[src/sfr_pkg.sv]
`timescale 1ns / 1ps
`default_nettype none
// ----------------------------------------------------------------------------
// sfr_pkg: shared types and constants for the frame receiver
// Phase codes, frame layout constants and the packed result record.
// ----------------------------------------------------------------------------
package sfr_pkg;

   // Receive phase codes; the unused code behaves as hunting
   localparam logic [1:0] PH_HUNT   = 2'd0;
   localparam logic [1:0] PH_LENGTH = 2'd1;
   localparam logic [1:0] PH_BODY   = 2'd2;

   localparam logic [7:0] START_MARKER = 8'hFF;
   localparam logic [8:0] FIELD_FIRST  = 9'd6;
   localparam logic [8:0] FIELD_LAST   = 9'd9;
   localparam logic [8:0] BODY_START   = 9'd2;
   localparam logic [8:0] LENGTH_POS   = 9'd1;

   localparam int RESULT_BITS = 42;
   localparam int RSP_BYTES   = (RESULT_BITS + 7) / 8;
   localparam int RSP_WIDTH   = RSP_BYTES * 8;

   // One frame report, first field in the highest bits
   typedef struct packed {
      logic       indicator_on;
      logic [7:0] frame_number;
      logic [7:0] frame_size;
      logic [7:0] dead_time;
      logic [7:0] slot_size;
      logic [7:0] frame_length;
      logic       frame_status;
   } result_type;

endpackage
`default_nettype wire

[src/sync_frame_receiver_core.sv]
// Output: a report is registered in the output register (the skid register
// when that stalls) on the transfer of the checksum or zero length byte.
// Throughput: one byte per cycle while req_tready is high; the parser
// state takes each accepted byte; a two-entry output stage absorbs a stall.
// Reset: synchronous, active high; returns to hunting and clears the sum,
// the held length and the held field bytes; no clearing pass is needed.
`timescale 1ns / 1ps
`default_nettype none
// ----------------------------------------------------------------------------
// sync_frame_receiver_core: length-prefixed frame receiver
// Checks marker/length/body frames with an additive checksum and reports
// status, length, field bytes and indicator bit for each completed frame.
// ----------------------------------------------------------------------------
module sync_frame_receiver_core (
   input  wire                           clock,
   input  wire                           reset,
   input  wire                           req_tvalid,
   output logic                          req_tready,
   input  wire  [7:0]                    req_tdata,  // [7:0] rx_byte
   output logic                          rsp_tvalid,
   input  wire                           rsp_tready,
   // [0] frame_status, [8:1] frame_length, [16:9] slot_size,
   // [24:17] dead_time, [32:25] frame_size, [40:33] frame_number,
   // [41] indicator_on, upper bits zero
   output logic [sfr_pkg::RSP_WIDTH-1:0] rsp_tdata
);
   import sfr_pkg::*;

   logic       req_take;
   logic       new_valid;
   result_type new_result;
   logic       out_drain;

   logic       out_valid_ff,  out_valid_in;
   result_type out_data_ff,   out_data_in;
   logic       skid_valid_ff, skid_valid_in;
   result_type skid_data_ff,  skid_data_in;

   assign req_tready = ~skid_valid_ff;
   assign req_take   = req_tvalid && req_tready;
   assign out_drain  = out_valid_ff && rsp_tready;

   sfr_parser u_parser (
      .clock        (clock),
      .reset        (reset),
      .byte_valid   (req_take),
      .byte_data    (req_tdata),
      .result_valid (new_valid),
      .result       (new_result)
   );

   // Route reports into the output register or the skid stage
   always_comb begin
      out_valid_in  = out_valid_ff;
      out_data_in   = out_data_ff;
      skid_valid_in = skid_valid_ff;
      skid_data_in  = skid_data_ff;
      if (!out_valid_ff || out_drain) begin
         if (skid_valid_ff) begin
            out_valid_in  = 1'b1;
            out_data_in   = skid_data_ff;
            skid_valid_in = 1'b0;
         end else if (new_valid) begin
            out_valid_in = 1'b1;
            out_data_in  = new_result;
         end else begin
            out_valid_in = 1'b0;
         end
      end else if (new_valid) begin
         skid_valid_in = 1'b1;
         skid_data_in  = new_result;
      end
   end

   // Hold control flags
   always_ff @(posedge clock) begin
      if (reset) begin
         out_valid_ff  <= 1'b0;
         skid_valid_ff <= 1'b0;
      end else begin
         out_valid_ff  <= out_valid_in;
         skid_valid_ff <= skid_valid_in;
      end
   end

   // Hold payload
   always_ff @(posedge clock) begin
      out_data_ff  <= out_data_in;
      skid_data_ff <= skid_data_in;
   end

   assign rsp_tvalid = out_valid_ff;
   assign rsp_tdata  = {{(RSP_WIDTH - RESULT_BITS){1'b0}}, out_data_ff};

endmodule
`default_nettype wire

[src/sfr_parser.sv]
`timescale 1ns / 1ps
`default_nettype none
// ----------------------------------------------------------------------------
// sfr_parser: frame state tracker
// Follows marker, length and body bytes, keeps the running sum and the
// field bytes, and raises a frame report on the checksum or zero length byte.
// ----------------------------------------------------------------------------
module sfr_parser (
   input  wire                      clock,
   input  wire                      reset,
   input  wire                      byte_valid,
   input  wire  [7:0]               byte_data,
   output logic                     result_valid,
   output sfr_pkg::result_type      result
);
   import sfr_pkg::*;

   logic [1:0] phase_ff,    phase_in;
   logic [8:0] position_ff, position_in;
   logic [7:0] length_ff,   length_in;
   logic [7:0] sum_ff,      sum_in;
   logic [7:0] prev_ff,     prev_in;
   logic [7:0] field_ff [4];
   logic [7:0] field_in [4];

   logic       at_field;
   logic [1:0] field_idx;
   logic [8:0] position_sub;
   logic [8:0] last_pos;
   logic       emit_length;
   logic       emit_body;
   logic       frame_done;
   logic [7:0] report_length;

   assign position_sub = position_ff - FIELD_FIRST;
   assign field_idx    = position_sub[1:0];
   assign at_field     = (position_ff >= FIELD_FIRST) && (position_ff <= FIELD_LAST);
   assign last_pos     = {1'b0, length_ff} + 9'd1;
   assign emit_length  = (phase_ff == PH_LENGTH) && (byte_data == 8'd0);
   assign emit_body    = (phase_ff == PH_BODY) && (position_ff >= last_pos);
   assign frame_done   = emit_length || emit_body;

   // Compute next state for an accepted byte
   always_comb begin
      phase_in    = phase_ff;
      position_in = position_ff;
      length_in   = length_ff;
      sum_in      = sum_ff;
      prev_in     = prev_ff;
      for (int i = 0; i < 4; i++) begin
         field_in[i] = field_ff[i];
      end
      if (byte_valid) begin
         case (phase_ff)
            PH_LENGTH: begin
               length_in = byte_data;
               if (byte_data == 8'd0) begin
                  phase_in    = PH_HUNT;
                  position_in = '0;
               end else begin
                  sum_in      = sum_ff + byte_data;
                  prev_in     = byte_data;
                  position_in = BODY_START;
                  phase_in    = PH_BODY;
               end
            end
            PH_BODY: begin
               if (at_field) begin
                  field_in[field_idx] = byte_data;
               end
               if (emit_body) begin
                  phase_in    = PH_HUNT;
                  position_in = '0;
               end else begin
                  sum_in      = sum_ff + byte_data;
                  prev_in     = byte_data;
                  position_in = position_ff + 9'd1;
               end
            end
            default: begin
               // Hunt: drop everything but the start marker
               if (byte_data == START_MARKER) begin
                  sum_in      = byte_data;
                  prev_in     = byte_data;
                  position_in = LENGTH_POS;
                  phase_in    = PH_LENGTH;
               end else begin
                  phase_in = PH_HUNT;
               end
            end
         endcase
      end
   end

   // Build the report from the updated field bytes and the pre-checksum sum
   assign report_length = (phase_ff == PH_LENGTH) ? byte_data : length_ff;
   assign result_valid  = byte_valid && frame_done;

   always_comb begin
      result.frame_status = ((~sum_ff) != byte_data);
      result.frame_length = report_length;
      result.slot_size    = field_in[0];
      result.dead_time    = field_in[1];
      result.frame_size   = field_in[2];
      result.frame_number = field_in[3];
      result.indicator_on = ~prev_ff[0];
   end

   // Hold frame state
   always_ff @(posedge clock) begin
      if (reset) begin
         phase_ff    <= PH_HUNT;
         position_ff <= '0;
         length_ff   <= '0;
         sum_ff      <= '0;
         prev_ff     <= '0;
         for (int i = 0; i < 4; i++) begin
            field_ff[i] <= '0;
         end
      end else begin
         phase_ff    <= phase_in;
         position_ff <= position_in;
         length_ff   <= length_in;
         sum_ff      <= sum_in;
         prev_ff     <= prev_in;
         for (int i = 0; i < 4; i++) begin
            field_ff[i] <= field_in[i];
         end
      end
   end

endmodule
`default_nettype wire

[config.mk]
export PLATFORM = sky130hd
export DESIGN_NAME = sync_frame_receiver_core
export DESIGN_NICKNAME = d
export VERILOG_FILES = /design/src/sfr_pkg.sv /design/src/sync_frame_receiver_core.sv /design/src/sfr_parser.sv
export SDC_FILE = /design/constraint.sdc
export NUM_CORES = 1
export LEC_CHECK = 0
export ABC_CLOCK_PERIOD_IN_PS = 9700
export BUFFER_PORTS_ARGS = -buffer_cell sky130_fd_sc_hd__clkbuf_2
export CELL_PAD_IN_SITES_DETAIL_PLACEMENT = 1
export CELL_PAD_IN_SITES_GLOBAL_PLACEMENT = 1
export CORE_ASPECT_RATIO = 1.2
export CORE_MARGIN = 3
export CORE_UTILIZATION = 50
export CTS_CLUSTER_SIZE = 14
export DETAILED_ROUTE_END_ITERATION = 7
export GPL_ROUTABILITY_DRIVEN = 0
export PLACE_DENSITY = 0.79
export SYNTH_ARGS = -nofsm -noshare
export SYNTH_HDL_FRONTEND = slang
export SYNTH_SLANG_ARGS = --single-unit
[constraint.sdc]
create_clock -name clock -period 9.7 [get_ports clock]
set_input_delay 0 -clock clock [delete_from_list [all_inputs] [get_ports clock]]
set_output_delay 0 -clock clock [all_outputs]
set_load 0.03 [all_outputs]
==> results.toml, run 1 <==
[floorplanning]
initial_core_util_pct = 51.8
floorplan.rows = 45
die_y_um = 132
fp.dieW_um = 111
pin_count = 62
die-area_um2 = 14700
coreArea_um2 = 12800

[yosys]
post_synth_fa_ha_maj_area_fraction_pct = 4.65
yosys_register_bits = 146
synthFlopType = "edfxtp_1"
synth_edf_count = 84
dominant_combinational_cell_family_by_area_after_synthesis = "multiplexers"
asyncSetResetFlopFracSynth_pct = 0
synthesis.area_um2 = 6630
yosys_warnings = 0
avgSynthCellArea_um2 = 12.6
seq_area_frac_synth_pct = 56.8
synth_compound_area_share_pct = 6.36
synth.distinct_cells = 56
synth_simple_gate_area_share_pct = 12.6
post_synth_inst_count = 527
synthXorXnorAreaFrac_pct = 1.98
synth_mux_area_share_pct = 14.4

[cts]
cts_max_path_buffers = 2
post_cts_hold_buffer_count = 1
cts_made_buffers = 17
clkSlewWorstSetupHoldPaths_ns = 0.06
cts-htree-levels = 4
clock-root-buffer = "clkbuf_16"
numClockSinks = 146
cts_tree = "yes"
postCtsResizedCells = 0
postCtsSetupRepairBufs = 0
clk_latency_ns = 0.41

[routing]
viasPerCell = 5.71
detail-route-antenna-nets = 0
routed-wl-met2_um = 8330
detail_route.iter0.violations = 221
dr_drc_count = 0
met3WireLength_um = 571
detail_route.wirelength.met1_um = 6570
dr.max_layer_used = "met4"
drt_pre_antenna_iters = 4
wl_per_cell_um = 20.8
num_vias = 4340
totalWireLength_um = 15800

[cells_and_area]
layout-area-overhead-vs-synth_pct = 14.7
nNetsFinal = 619
post_layout_nonfiller_instances = 760
final.fill_count = 1316
drive_gt1_share_pct = 31.7
final_cell_mix = "84 x edfxtp_1, 72 x mux2_2, 62 x dfxtp_1, 55 x clkbuf_2, 46 x nor2_1"
final_common_cell = "edfxtp_1"
antenna_diodes = 0
final_cell_area_um2 = 7600

[sta]
maxSlewViolCount = 0
finalSetupViolations = 0
timing.max_slew.rel_slack_pct = 14.4
minimum_period_implied_by_the_final_worst_setup_slack_ns = 3.85
minimum_hold_slack_ns = 0.0431
tightest_slew_ns = 1.28
timing.setup.tns_ns = 0
number_of_hold_violations_in_the_final_report = 0
timing.fmax_mhz = 259
finClkSkew_ns = 0.00981
rsz0062_at_grt = "false"
fin_crit_sh_pct = 39.7

[placed_design]
dpl.hpwl_um = 9870
dpl.cell_count = 727
placement.cell_area_um2 = 7020
port-buffer-count = 55

[grt]
grt_overflow = 0
grt_first_pass_wirelength_um = 25900
grt_use_total_pct = 22.6
antenna_found_initial = 0
grt_max_degree = 60
grt_pass1_vias = 4714

[critical_path]
critPathCaptureType = "flop"
cp_data_arrival_time_ns = 3.88
worstPathRequired_ns = 9.72
critical_path.max_fanout = 42
path_class = "reg2reg"
start_kind = "flop"

[power_and_ir_drop]
leakagePower_uw = 0.00297
power.total_uw = 1340
pwr_density_cell_nw_per_um2 = 176
max-vdd-ir-drop_mv = 0.0964

[worst_hold_path]
hold_removal_path_class = "in2reg"

[run_status]
run_status = "completed"

[job]
max-cap-violations = 0
## logic make-up after synthesis
kind of cell             after synthesis
XOR/XNOR                              15
flip-flops                           146
AND/OR/NAND/NOR                      156
buffers and inverters                 45
multiplexers                          82
AO/OA/AOI/OAI                         58
adder cells (fa/ha/maj)               24
other                                  1
## metal layers
layer | GRT usage [%] | up-vias
li1 | - | 2013
met1 | 28.2 | 2196
met2 | 39.3 | 107
met3 | 3.99 | 24
met4 | 8.32 | 0
met5 | 0 | -
## power by group
| part | internal (uW) | leakage, uW | switching [uW] |
|---|---|---|---|
| Combinational | 14.0 | 0.00143 | 30.7 |
| Sequential | 651 | 0.00127 | 3.14 |
| Clock | 361 | 0.000265 | 278 |
## through the flow
| step | utilization, % | worst slack (ns) |
|---|---|---|
| floorplan | - | 4.11 |
| global placement | 54.9 | 6.01 |
| detailed placement | 54.9 | 5.85 |
| CTS | 59.5 | 5.83 |
| global route | 59.5 | 5.52 |
| finish | 59.5 | 5.85 |
## path summary, 6_finish.rpt
kind | start | to | slack [ns] | cells past startpoint
max reg2reg | u_parser.length_ff[4] | rsp_tdata[22] | 5.85 | 10
min reg2reg | u_parser.prev_ff[0] | skid_data_ff[41] | 0.48 | 1
min | req_tdata[0] | u_parser.prev_ff[0] | 0.04 | 3
max | u_parser.length_ff[4] | rsp_tdata[22] | 5.85 | 10
## flip-flops by register name, summed over array words and instances, names as in the netlist, 2 cells and up
register              flops
u_parser.phase_ff         2
rsp_tdata                42
u_parser.sum_ff           8
u_parser.length_ff        8
u_parser.position_ff      9
u_parser.field_ff        32
skid_data_ff             42
## cell type report
class	count	area [um^2]	area share (%)
clock buffers	18	429	5.65
flip-flops and latches	146	3760	49.5
multi-input cells	341	2680	35.3
repair buffers	59	308	4.05
inverters	18	67.6	0.889
well taps	164	205	2.70
clock inverters	14	143	1.88
## cells in the mapped netlist (9+ instances only)
master    number  share of area [%]
o21ai_0       13               0.98
dfxtp_1       62                 19
xor2_1        10                1.3
nor3_1        11               0.83
ha_1          23                4.3
clkbuf_1      17               0.96
nand4_1       10               0.94
mux2_2        72                 12
nor2b_1       36                3.4
nor2_1        46                2.6
edfxtp_1      84                 38
inv_1         16               0.91
nand3_1        9               0.68
nand2_1       15               0.85
a21oi_1       16                1.2
## worst max-delay path, stage by stage, from the launching register on
cell	delay, ns
dfxtp_1	0.41
and3_1	0.19
nand3_1	0.11
or2_2	0.34
xor2_1	0.15
ha_1	0.30
nand4_1	0.14
a211oi_2	0.44
a221o_1	0.21
a21oi_1	0.15
nor2b_4	1.00
Note: power is estimated with default switching activity, not from simulation.
==> run 2: changes to the inputs <==
--- a/config.mk
+++ b/config.mk
@@ -5,17 +5,17 @@
 export SDC_FILE = /design/constraint.sdc
 export NUM_CORES = 1
 export LEC_CHECK = 0
-export ABC_CLOCK_PERIOD_IN_PS = 9700
+export ABC_CLOCK_PERIOD_IN_PS = 3120
 export BUFFER_PORTS_ARGS = -buffer_cell sky130_fd_sc_hd__clkbuf_2
 export CELL_PAD_IN_SITES_DETAIL_PLACEMENT = 1
 export CELL_PAD_IN_SITES_GLOBAL_PLACEMENT = 1
 export CORE_ASPECT_RATIO = 1.2
 export CORE_MARGIN = 3
-export CORE_UTILIZATION = 50
+export CORE_UTILIZATION = 44
 export CTS_CLUSTER_SIZE = 14
 export DETAILED_ROUTE_END_ITERATION = 7
 export GPL_ROUTABILITY_DRIVEN = 0
-export PLACE_DENSITY = 0.79
+export PLACE_DENSITY = 0.73
 export SYNTH_ARGS = -nofsm -noshare
 export SYNTH_HDL_FRONTEND = slang
 export SYNTH_SLANG_ARGS = --single-unit
==> constraint.sdc (replaced) <==
create_clock -name clock -period 3.12 [get_ports clock]
set_input_delay 0 -clock clock [delete_from_list [all_inputs] [get_ports clock]]
set_output_delay 0 -clock clock [all_outputs]
set_load 0.03 [all_outputs]
==> run 2 against run 1 <==
Utilization shrank 6.1 points; sequential share of layout area shrank 1.2 points; non-clock buffer count grew 7; die area grew 13%; cell count grew 5.7%; critical path depth is the same; via count is the same; total power grew to 3.2 times the previous value; clock skew is essentially flat; count of clock-buffer cells in the layout grew 2; clock power grew to 3.2 times the previous value; critical path type unchanged; critical endpoint is now skid_data_ff[15]; largest cell class unchanged.
==> results.toml, run 2 (synthesized netlist as in run 1, its figures left out) <==
[sta]
timing.setup.tns_ns = 0
timing.max_slew.rel_slack_pct = 54.9
finClkSkew_ns = 0.0101
maxSlewViolCount = 0
rsz0062_at_grt = "false"
minimum_period_implied_by_the_final_worst_setup_slack_ns = 2.86
minimum_hold_slack_ns = 0.0149
number_of_hold_violations_in_the_final_report = 0
finalSetupViolations = 0
tightest_slew_ns = 0.672
timing.fmax_mhz = 350
fin_crit_sh_pct = 91.7

[routing]
totalWireLength_um = 15700
num_vias = 4340
detail-route-antenna-nets = 0
dr_drc_count = 0
wl_per_cell_um = 19.5
detail_route.iter0.violations = 253
drt_pre_antenna_iters = 4
viasPerCell = 5.40

[floorplanning]
initial_core_util_pct = 45.4
coreArea_um2 = 14600
floorplan.rows = 48
die-area_um2 = 16600
die_y_um = 140
pin_count = 62
fp.dieW_um = 118

[placed_design]
dpl.hpwl_um = 10000
dpl.cell_count = 769
placement.cell_area_um2 = 7150
port-buffer-count = 55

[cells_and_area]
final.fill_count = 1535
final_cell_mix = "84 x edfxtp_1, 72 x mux2_2, 59 x dfxtp_1, 55 x clkbuf_2, 46 x nor2_1"
post_layout_nonfiller_instances = 803
drive_gt1_share_pct = 33.5
nNetsFinal = 626
final_cell_area_um2 = 7790
final_common_cell = "edfxtp_1"
antenna_diodes = 0
layout-area-overhead-vs-synth_pct = 17.6

[critical_path]
cp_data_arrival_time_ns = 2.98
critPathMaxStageDelay_ns = 0.37
critical_path.max_fanout = 21
crit_chain = "and3_4 -> nand3_2 -> or2_4 -> xor2_1 -> ha_1 -> nand4_1 -> a211oi_4 -> a221o_1 -> nor3b_4 -> clkbuf_16"
critPathSlowestCell = "dfxtp_2"
path_class = "reg2reg"
r2r_setup_slack_ns = 0.26
critPathCaptureType = "flop"
worstPathRequired_ns = 3.25
start_kind = "flop"

[grt]
antenna_found_initial = 0
grt_pass1_vias = 4636
grt_max_degree = 43
grt_use_total_pct = 19.4
grt_first_pass_wirelength_um = 25100
grt_overflow = 0

[cts]
clkSlewWorstSetupHoldPaths_ns = 0.06
cts_max_path_buffers = 2
clock-root-buffer = "clkbuf_16"
numClockSinks = 146
cts_made_buffers = 17
clk_latency_ns = 0.42
cts_tree = "yes"
post_cts_hold_buffer_count = 0
cts-htree-levels = 4

[power_and_ir_drop]
pwr_density_cell_nw_per_um2 = 541
max-vdd-ir-drop_mv = 0.256
leakagePower_uw = 0.00306

[run_status]
run_status = "completed"

[job]
max-cap-violations = 0

[worst_hold_path]
hold_removal_path_class = "in2reg"
## run 2: timing repair
| action | 4_1_cts | 5_1_grt |
|---|---|---|
| setup endpoints to repair | 0 | 84 |
| buffers inserted | 0 | 1 |
| resized for setup | 0 | 2 |
## run 2: report_power, final
part | switching [uW] | internal (uW)
combinational | 99.3 | 44.2
clock | 793 | 1250
sequential | 9.92 | 2030
## run 2: per-stage QoR
| stage | utilization (%) | worst slack, ns | total power, uW |
|---|---|---|---|
| floorplan | - | -0.267 | 2170 |
| global placement | 49.0 | 0.288 | 2210 |
| detailed placement | 49.0 | 0.202 | 2220 |
| CTS | 53.1 | 0.173 | 4240 |
| global route | 53.4 | 0.0315 | 4350 |
| finish | 53.4 | 0.260 | 4220 |
## run 2: metal layers
layer  up-vias  GRT usage [%]  wire length (um)
li1       2021              -                 -
met3        16           4.44               409
met1      2235           23.6              6990
met2        68           34.5              8070
met5         -              0                 0
met4         0           5.93               215
## run 2: final timing paths
| kind | from | end | cells past startpoint |
|---|---|---|---|
| min | req_tvalid | skid_valid_ff | 3 |
| max | u_parser.length_ff[4] | skid_data_ff[15] | 10 |
| max reg2reg | u_parser.length_ff[4] | skid_data_ff[15] | 10 |
| min reg2reg | u_parser.prev_ff[0] | skid_data_ff[41] | 1 |
## run 2: critical path, delay by kind of cell, from the launching register on
family                   cells  cell delay [ns]
flip-flops                   1             0.37
AO/OA/AOI/OAI                2             0.46
adder cells (fa/ha/maj)      1             0.30
AND/OR/NAND/NOR              5             1.02
XOR/XNOR                     1             0.14
buffers and inverters        1             0.28
## run 2: final cells by class
class / instances / area, um^2 / share of cell area, %
Sequential cell: 146 / 3770 / 48.3
Multi-Input combinational cell: 341 / 2710 / 34.8
Clock buffer: 20 / 468 / 6.01
Timing Repair Buffer: 66 / 400 / 5.14
Tap cell: 200 / 250 / 3.21
Clock inverter: 12 / 126 / 1.62
Inverter: 18 / 67.6 / 0.867
